## src/rtl/core/dcsl_pkg.sv

```systemverilog
// shared types and constants for the dmx channel smoothed level core
// no dependencies; imported by the core and the checker

package dcsl_pkg;

	localparam int DEF_HISTORY_DEPTH = 16;

	localparam int IDX_W = 9;
	localparam int VAL_W = 8;
	localparam int WIN_W = 5;
	localparam int SUM_W = VAL_W + WIN_W;
	localparam int REM_W = WIN_W + 1;
	localparam int STEP_W = 4;
	localparam int ADDR_W = 4;
	localparam int DATA_W = 32;
	localparam int IN_W = 24;

	typedef enum logic [1:0] {
		REG_CHANNEL   = 2'd0,
		REG_THRESHOLD = 2'd1,
		REG_WINDOW    = 2'd2,
		REG_NONE      = 2'd3
	} reg_idx_t;

	typedef enum logic [1:0] {
		ST_IDLE = 2'd0,
		ST_READ = 2'd1,
		ST_DIV  = 2'd2,
		ST_DONE = 2'd3
	} state_t;

endpackage

```

## src/rtl/core/dmx_channel_smoothed_level_core.sv

```systemverilog
// dmx channel smoothed level core: captures one slot into a history ring and emits
// its floored moving average; depends on dcsl_pkg and dcsl_ram

// An item whose slot index differs from the channel register is taken and gives no
// result. An item on the channel is written into the history ring and its modulator
// level then enters the output register, n being the smoothing window (at least one):
// the history ram is read one entry per cycle for n entries, a bit-serial divider
// divides their sum by n and the level is loaded. The block is not ready from the
// capture until the level is loaded, and the load waits while an earlier level is
// still stalled at the output; a finished level waits in its output register while
// the next item is taken. History entries never captured read as zero through
// per-entry valid bits cleared at reset, so no clearing pass is needed. Registers:
// channel at 0x0, threshold at 0x4, smoothing window at 0x8; a window write whose
// low five bits exceed the history depth is dropped.

module dmx_channel_smoothed_level_core
	import dcsl_pkg::*;
#(
	parameter int HISTORY_DEPTH = DEF_HISTORY_DEPTH
) (
	input  logic              clk,
	input  logic              arst_n,
	input  logic              s_axis_tvalid,
	output logic              s_axis_tready,
	input  logic [IN_W-1:0]   s_axis_tdata,  // slot_index [8:0], slot_value [16:9]
	output logic              m_axis_tvalid,
	input  logic              m_axis_tready,
	output logic [VAL_W-1:0]  m_axis_tdata,  // modulator [7:0]
	input  logic              psel,
	input  logic              penable,
	input  logic              pwrite,
	input  logic [ADDR_W-1:0] paddr,
	input  logic [DATA_W-1:0] pwdata,
	output logic [DATA_W-1:0] prdata,
	output logic              pready
);

	localparam int AW = (HISTORY_DEPTH > 1) ? $clog2(HISTORY_DEPTH) : 1;
	localparam logic [AW-1:0] LAST_POS = AW'(HISTORY_DEPTH - 1);
	localparam logic [IDX_W-1:0] DEPTH_LIM = IDX_W'(HISTORY_DEPTH);
	localparam logic [STEP_W-1:0] LAST_STEP = STEP_W'(SUM_W - 1);

	state_t state_q, state_d;

	logic [IDX_W-1:0] channel_q;
	logic [VAL_W-1:0] threshold_q;
	logic [WIN_W-1:0] window_q;
	logic [AW-1:0] pos_q, new_pos, rd_ptr_q;
	logic [WIN_W-1:0] issued_q, count_n;
	logic rd_s1, vld_s1;
	logic [SUM_W-1:0] sum_q;
	logic [REM_W-1:0] rem_q, rem_sh, divisor;
	logic [STEP_W-1:0] step_q;
	logic [HISTORY_DEPTH-1:0] valid_q;
	logic out_valid_q;
	logic [VAL_W-1:0] out_data_q, level;
	logic [VAL_W-1:0] rdata;

	logic [IDX_W-1:0] slot_index;
	logic [VAL_W-1:0] slot_value;
	logic in_acc, hit, cfg_wr, rd_en, div_en, load_out, read_done, div_last, q_bit;
	reg_idx_t reg_sel;

	assign slot_index = s_axis_tdata[IDX_W-1:0];
	assign slot_value = s_axis_tdata[IDX_W+VAL_W-1:IDX_W];
	assign in_acc = s_axis_tvalid && s_axis_tready;
	assign hit = in_acc && (slot_index == channel_q);
	assign new_pos = (pos_q == '0) ? LAST_POS : pos_q - AW'(1);
	assign count_n = (window_q == '0) ? WIN_W'(1) : window_q;
	assign divisor = {1'b0, count_n};
	assign read_done = (issued_q == count_n) && !rd_s1;
	assign div_last = (step_q == LAST_STEP);
	assign rem_sh = {rem_q[REM_W-2:0], sum_q[SUM_W-1]};
	assign q_bit = (rem_sh >= divisor);
	assign level = (sum_q[VAL_W-1:0] < threshold_q) ? threshold_q : sum_q[VAL_W-1:0];

	// next state
	always_comb begin
		state_d = state_q;
		unique case (state_q)
			ST_IDLE: if (hit) state_d = ST_READ;
			ST_READ: if (read_done) state_d = ST_DIV;
			ST_DIV:  if (div_last) state_d = ST_DONE;
			ST_DONE: if (!out_valid_q || m_axis_tready) state_d = ST_IDLE;
			default: state_d = ST_IDLE;
		endcase
	end

	// sequencer outputs
	always_comb begin
		s_axis_tready = 1'b0;
		rd_en = 1'b0;
		div_en = 1'b0;
		load_out = 1'b0;
		unique case (state_q)
			ST_IDLE: s_axis_tready = 1'b1;
			ST_READ: rd_en = (issued_q != count_n);
			ST_DIV:  div_en = 1'b1;
			ST_DONE: load_out = !out_valid_q || m_axis_tready;
			default: s_axis_tready = 1'b0;
		endcase
	end

	always_ff @(posedge clk or negedge arst_n) begin
		if (!arst_n) begin
			state_q <= ST_IDLE;
		end else begin
			state_q <= state_d;
		end
	end

	// configuration registers
	assign reg_sel = reg_idx_t'(paddr[ADDR_W-1:2]);
	assign cfg_wr = psel && penable && pwrite && pready;
	assign pready = 1'b1;

	always_ff @(posedge clk or negedge arst_n) begin
		if (!arst_n) begin
			channel_q <= '0;
			threshold_q <= '0;
			window_q <= '0;
		end else if (cfg_wr) begin
			unique case (reg_sel)
				REG_CHANNEL:   channel_q <= pwdata[IDX_W-1:0];
				REG_THRESHOLD: threshold_q <= pwdata[VAL_W-1:0];
				REG_WINDOW: begin
					if ({{(IDX_W-WIN_W){1'b0}}, pwdata[WIN_W-1:0]} <= DEPTH_LIM) begin
						window_q <= pwdata[WIN_W-1:0];
					end
				end
				REG_NONE: ;
				default: ;
			endcase
		end
	end

	always_comb begin
		prdata = '0;
		unique case (reg_sel)
			REG_CHANNEL:   prdata = DATA_W'(channel_q);
			REG_THRESHOLD: prdata = DATA_W'(threshold_q);
			REG_WINDOW:    prdata = DATA_W'(window_q);
			REG_NONE:      prdata = '0;
			default:       prdata = '0;
		endcase
	end

	// history ring control
	always_ff @(posedge clk or negedge arst_n) begin
		if (!arst_n) begin
			pos_q <= LAST_POS;
			valid_q <= '0;
			rd_s1 <= 1'b0;
			issued_q <= '0;
			out_valid_q <= 1'b0;
		end else begin
			rd_s1 <= rd_en;
			if (hit) begin
				pos_q <= new_pos;
				valid_q[new_pos] <= 1'b1;
				issued_q <= '0;
			end else if (rd_en) begin
				issued_q <= issued_q + WIN_W'(1);
			end
			if (load_out) begin
				out_valid_q <= 1'b1;
			end else if (m_axis_tready) begin
				out_valid_q <= 1'b0;
			end
		end
	end

	// read pointer, accumulator and divider datapath
	always_ff @(posedge clk) begin
		vld_s1 <= valid_q[rd_ptr_q];
		if (hit) begin
			rd_ptr_q <= new_pos;
			sum_q <= '0;
		end else begin
			if (rd_en) begin
				rd_ptr_q <= (rd_ptr_q == LAST_POS) ? '0 : rd_ptr_q + AW'(1);
			end
			if (rd_s1) begin
				sum_q <= sum_q + (vld_s1 ? SUM_W'(rdata) : '0);
			end else if (div_en) begin
				sum_q <= {sum_q[SUM_W-2:0], q_bit};
			end
		end
		if (state_q == ST_READ) begin
			rem_q <= '0;
			step_q <= '0;
		end else if (div_en) begin
			rem_q <= q_bit ? rem_sh - divisor : rem_sh;
			step_q <= step_q + STEP_W'(1);
		end
		if (load_out) begin
			out_data_q <= level;
		end
	end

	assign m_axis_tvalid = out_valid_q;
	assign m_axis_tdata = out_data_q;

	dcsl_ram #(
		.WIDTH(VAL_W),
		.DEPTH(HISTORY_DEPTH),
		.AW(AW)
	) u_history (
		.clk(clk),
		.we(hit),
		.waddr(new_pos),
		.wdata(slot_value),
		.re(rd_en),
		.raddr(rd_ptr_q),
		.rdata(rdata)
	);

endmodule

```

## src/rtl/core/dcsl_ram.sv

```systemverilog
// generic single write port, single read port ram with registered read data
// no dependencies

module dcsl_ram #(
	parameter int WIDTH = 8,
	parameter int DEPTH = 16,
	parameter int AW = (DEPTH > 1) ? $clog2(DEPTH) : 1
) (
	input  logic             clk,
	input  logic             we,
	input  logic [AW-1:0]    waddr,
	input  logic [WIDTH-1:0] wdata,
	input  logic             re,
	input  logic [AW-1:0]    raddr,
	output logic [WIDTH-1:0] rdata
);

	logic [WIDTH-1:0] mem_q [DEPTH];
	logic [WIDTH-1:0] rdata_q;

	always_ff @(posedge clk) begin
		if (we) begin
			mem_q[waddr] <= wdata;
		end
		if (re) begin
			rdata_q <= mem_q[raddr];
		end
	end

	assign rdata = rdata_q;

endmodule

```

## config.mk

```make
export PLATFORM = sky130hd
export DESIGN_NAME = dmx_channel_smoothed_level_core
export DESIGN_NICKNAME = d
export VERILOG_FILES = /design/src/rtl/core/dcsl_pkg.sv /design/src/rtl/core/dmx_channel_smoothed_level_core.sv /design/src/rtl/core/dcsl_ram.sv
export SDC_FILE = /design/constraint.sdc
export NUM_CORES = 1
export LEC_CHECK = 0
export ABC_CLOCK_PERIOD_IN_PS = 7400
export BUFFER_PORTS_ARGS = -buffer_cell sky130_fd_sc_hd__buf_4
export CORE_UTILIZATION = 65
export CTS_BUF_LIST = sky130_fd_sc_hd__clkbuf_4
export CTS_CLUSTER_DIAMETER = 80
export DETAILED_ROUTE_END_ITERATION = 10
export HOLD_SLACK_MARGIN = 0.02
export PLACE_DENSITY = 0.95
export SYNTH_ARGS = -nofsm -noshare
export SYNTH_HDL_FRONTEND = slang
export SYNTH_SLANG_ARGS = --single-unit
```

## constraint.sdc

```tcl
create_clock -name clk -period 7.4 [get_ports clk]
set_clock_uncertainty 0.1 [all_clocks]
set_input_delay 1.48 -clock clk [delete_from_list [all_inputs] [get_ports clk]]
set_output_delay 1.48 -clock clk [all_outputs]
set_load 0.005 [all_outputs]
```

# Yosys cells after proc, flatten, opt, wreduce, memory -nomap -nowiden

Memory sizes are Yosys's and may differ from the RTL's. A register that Yosys moved wholly into a read port is not among the register bits.
Cells that the tools add are included.

Register bits after elaboration: 86
Bits in writable memories: 128
Output and inout port bits: 43
Word-level logic and storage cells: 94
Memories: 1

$add $sub $neg: 6
Magnitude comparators: 6
Equal/unequal tests: 15
Multiplexer cells: 30
Bitwise operators: 1
Reduce and logical (&&, ||, !) cells: 20

Memories:

| memory          | words | bits a word | read ports | clocked after Yosys merged registers in | wr ports | line           | source |
|---|---|---|---|---|---|---|---|
| u_history.mem_q | 16    | 8           | 1          | 1                                       | 1        | dcsl_ram.sv:18 | `logic [WIDTH-1:0] mem_q [DEPTH];` |

Operators with widths:

| cell                  | number |
|---|---|
| $pmux W32 S4          | 1 |
| $mux W13              | 2 |
| $mux W5               | 4 |
| $mux W4               | 4 |
| $mux W8               | 2 |
| $or A16 B16 Y16       | 1 |
| $add A13 B8 Y13       | 1 |
| $lt A4 B5 Y1 const B  | 2 |
| $mux W1               | 10 |
| $eq A9 B9 Y1          | 1 |
| $add A4 B1 Y4 const B | 2 |
| $eq A2 B2 Y1 const B  | 4 |
| $eq A4 B4 Y1 const B  | 2 |
| $lt A8 B8 Y1          | 1 |
| $mux W2               | 4 |
| $ne A2 B2 Y1 const B  | 4 |
| $pmux W2 S4           | 1 |
| $ge A6 B5 Y1          | 1 |
| $logic_and A1 B1 Y1   | 6 |
| $reduce_bool A2 Y1    | 3 |
| $add A5 B1 Y5 const B | 1 |
| $eq A5 B5 Y1          | 1 |
| $le A5 B5 Y1 const B  | 1 |
| $logic_not A5 Y1      | 1 |
| other kinds (14)      | 18 |

# Depth between registers and ports, before layout

Depth in word-level cells: 7
Depth in mapped cells: 11
Depth with buffers taken out: 10

# Modules after synthesis

Synthesis repeated with hierarchy kept, for this count alone.

Cells, all modules: 739
Area, all modules: 10372.4 µm²

By module, submodules not included:

| module                          | times used | cells each | area an instance (µm²) | sequential area each (µm²) |
|---|---|---|---|---|
| dcsl_ram                        | 1          | 229        | 5227.5                 | 4083.9 |
| dmx_channel_smoothed_level_core | 1          | 510        | 5144.9                 | 2102.0 |

# Least setup slack after synthesis

No wires, ideal clock.

Path type: input -> output
From: input paddr[2]
To: output prdata[0]
Data arrival time: 2.203 ns
Data required time: 5.820 ns
Slack: 3.617 ns
Cell stages on the path: 4
Cell sequence: clkbuf_1 -> nor2b_1 -> nand2_1 -> o21ai_0

Cells in the longest elaborated chain, start to end: 2

Ends and longest elaborated chain:

| element                              | line                                   | source |
|---|---|---|
| from (decl)                          | dmx_channel_smoothed_level_core.sv:32  | `input logic [ADDR_W-1:0] paddr,` |
| $eq A2 B2 Y1 (tied with other cells) | dmx_channel_smoothed_level_core.sv:139 | `unique case (reg_sel)` |
| $pmux W32 S4 (*)                     | dmx_channel_smoothed_level_core.sv:139 |  |
| to (decl)                            | dmx_channel_smoothed_level_core.sv:34  | `output logic [DATA_W-1:0] prdata,` |

Mark *: on every way between the ends. The rest lies on a longest branch, timed or not. The select of a mux whose other input is x is not followed.

# Worst setup path in the final report

From: input s_axis_tdata[5]
To: memory u_history.mem_q[1][7] (enable)

Cells in the longest elaborated chain, start to end: 4

Ends and longest elaborated chain:

| element                       | line                                  | source |
|---|---|---|
| from (decl)                   | dmx_channel_smoothed_level_core.sv:25 | `input logic [IN_W-1:0] s_axis_tdata,` |
| $eq A9 B9 Y1                  | dmx_channel_smoothed_level_core.sv:67 | `assign hit = in_acc && (slot_index == channel_q);` |
| $logic_and A1 B1 Y1           | dmx_channel_smoothed_level_core.sv:67 |  |
| $mux W1                       | dcsl_ram.sv:22                        | `if (we) begin` |
| $mux W1 (not written as such) | dcsl_ram.sv:23                        | `mem_q[waddr] <= wdata;` |
| to (decl)                     | dcsl_ram.sv:18                        |  |

No other way between the ends.

==> metrics.csv <==
metric;value;unit
status;completed;
layout_min_cycle_time;4050;ps
tightest_slew;1120;ps
antenna_cells;0;
io_buffers;53;
routabilityCongestion;0.854;
async_flop_share;23.0;%
power.total;4300;uW
cts_buffer_depth;3;
num-nets-final;953;
die_h;128;um
synthXorXnorAreaFrac;2.37;%
cts_tree;built;
grt_pass1_vias;6854;
power.density;372;mW/mm^2
ys_warn_count;0;
cts_setup_buffers;0;
synth.area.top_cells;edfxtp_1, dfrtp_1, mux4_2;
grt_usage;29.9;%
synth_enable_flop_cells;148;
grt_max_degree;52;
avgRoutedWirePerCell;21.0;um
drt_pass1_iterations;5;
ios;110;
peakVddDrop;0.222;mV
max_freq;247;MHz
crit_end;u_history.mem_q[1][7]$_DFFE_PP_;
clkSinkCount;222;
worst_slack;3350;ps
vias;6729;
rows;45;
clk_latency;660;ps
avgSynthCellArea;13.5;um^2
core_area;0.0154;mm^2
power.leakage;0.00458;uW
ys_top_cells_by_count;edfxtp_1, nor2_1, dfrtp_1;
regToRegEndpoint;u_history.mem_q[1][7]$_DFFE_PP_;
ant_nets;0;
drcViolationCount;0;
synth.distinct_cells;55;
grt_setup_unrepaired;no;
synth-seq-area-share;59.8;%
path_cells;buf_4 -> xnor2_1 -> nand2_1 -> nor4_2 -> nand2_1 -> nor2_1;
fin_crit_sh;54.7;%
start_util;67.3;%
post-place-ws;2890;ps
grt_overflow;0;
finalWirelength;23200;um
synth_top_family_by_area;multiplexers;
cp-end-kind;register;
cp_common_cell;nand2_1;
drv_slew;0;
hold_buffers;0;
arrival;4200;ps
die_area;0.0164;mm^2
synth_simple_gate_area_share;9.30;%
crit_type;input pin to register;
synth_adder_area_share;4.38;%
numCtsBuffers;54;
tns;0;ps
slowest_delay;920;ps
grt_antenna_before_repair;0;
synth_mux_area_share;12.1;%
fillers;906;
hold_viol_final;0;
critPathLaunchType;input pin;
htree_levels;2;
synth_top_area_share;43.0;%
place_hpwl;14900;um
cp_max_fo;9;
startpoint;s_axis_tdata[5];
syn2layout_area_growth;11.9;%
slowest_stage;nor4_2;
synth-main-ff-cell;edfxtp_1;
min_path_type;register to register;
cts-root-buf;clkbuf_4;
vias_per_cell;6.07;
path_clk_slew;70;ps
synth_cells;768;
cp.required;7560;ps
grt_pass1_wl;36400;um
synth_most_common_cell;edfxtp_1;
slew-limit-headroom;24.9;%
timing.max_cap.violations;0;
synth_compound_gate_area_share;8.13;%
synth_area;0.0103;mm^2
yosys.area.top_type;edfxtp_1;
timing.rr.start;state_q[1]$_DFFE_PN0P_;
drive_above_1_share;28.0;%
die_x;128;um
post_cts_resized;0;
reg2reg_depth;6;
rrSetupSlack;3670;ps
synth_seq_cells;222;
setup_violations;0;
drtIter0Drc;792;
cell families (layout without fill, tap and decap cells):
| logic type | after synthesis | count (layout) |
|---|---|---|
| mux | 86 | 86 |
| xor+xnor | 28 | 28 |
| flops | 222 | 222 |
| simple gates | 193 | 193 |
| other cells | 2 | 24 |
| fa+ha+maj | 35 | 35 |
| buf+inv | 77 | 184 |
| compound gates | 125 | 125 |
cell type report:
class	instances	area [um^2]	area share (%)
Clock buffer	86	646	5.58
Sequential cell	222	6190	53.5
Tap cell	211	264	2.28
Multi-Input combinational cell	491	3850	33.3
Timing Repair Buffer	58	435	3.77
Clock inverter	16	91.3	0.790
Inverter	24	90.1	0.779
report_power, final:
part	total [uW]	switching [uW]	internal, uW
Sequential	1740	199	1540
Clock	1060	492	565
Combinational	1510	790	717
Total	4300	1480	2820
routing by layer:
layer | wire length [um] | track usage [%]
met1 | 8660 | 35.8
met3 | 1750 | 5.97
met5 | 0 | 0
met2 | 11900 | 51.8
met4 | 939 | 14.9
sequential cells by signal, indices dropped and copies added, names as in the netlist:
name,flops
rem_q,5
m_axis_tdata,8
threshold_q,8
step_q,4
rd_s1,1
m_axis_tvalid,1
sum_q,13
rd_ptr_q,4
u_history.rdata,8
valid_q,16
window_q,5
issued_q,5
u_history.mem_q,128
vld_s1,1
pos_q,4
state_q,2
channel_q,9
how the worst min path moves through the flow:
stage	start	endpoint	slack [ps]	cells past startpoint
after floorplan	valid_q[5]$_DFFE_PN0P_	valid_q[5]$_DFFE_PN0P_	330	1
after global placement	valid_q[3]$_DFFE_PN0P_	valid_q[3]$_DFFE_PN0P_	350	1
after detailed placement	valid_q[1]$_DFFE_PN0P_	valid_q[1]$_DFFE_PN0P_	350	1
after CTS	valid_q[3]$_DFFE_PN0P_	valid_q[3]$_DFFE_PN0P_	370	1
after global routing	valid_q[3]$_DFFE_PN0P_	valid_q[3]$_DFFE_PN0P_	390	1
final	valid_q[3]$_DFFE_PN0P_	valid_q[3]$_DFFE_PN0P_	370	1
stage by stage:
stage | utilization [%] | hold slack, ps | cell area (um^2) | cells
2_1_floorplan | - | 333 | 10400 | 790
3_3_place_gp | 70.4 | 348 | 10800 | 1006
3_5_place_dp | 70.4 | 348 | 10800 | 1006
4_1_cts | 75.2 | 370 | 11600 | 1108
5_1_grt | 75.2 | 387 | 11600 | 1108
6_report | 75.2 | 374 | 11600 | 1108
critical path, delay by kind of cell:
kind	cells	cell delay, ps
xor+xnor	1	320
simple gates	4	2280
buf+inv	1	110
cell usage in the layout (no fill, tap or decap), types with 4 or more instances in the layout:
cell type,instances
clkbuf_4,86
a21oi_1,25
dfxtp_1,23
dfstp_2,4
mux2_2,45
a31oi_1,4
mux4_2,27
nor2b_1,17
inv_1,24
dfrtp_1,47
conb_1,24
nand3_1,8
o22ai_1,13
nand2_1,40
nor3_1,6
mux2i_1,14
xnor2_1,16
clkinv_1,12
and2_1,11
a211oi_1,15
nand4_1,7
a221o_1,8
or2_2,19
edfxtp_1,148
buf_4,58
nand2b_1,11
xor2_1,12
o21ai_0,23
a21o_1,17
ha_1,33
nor2_1,60
Power figures use the tool's default switching activity.
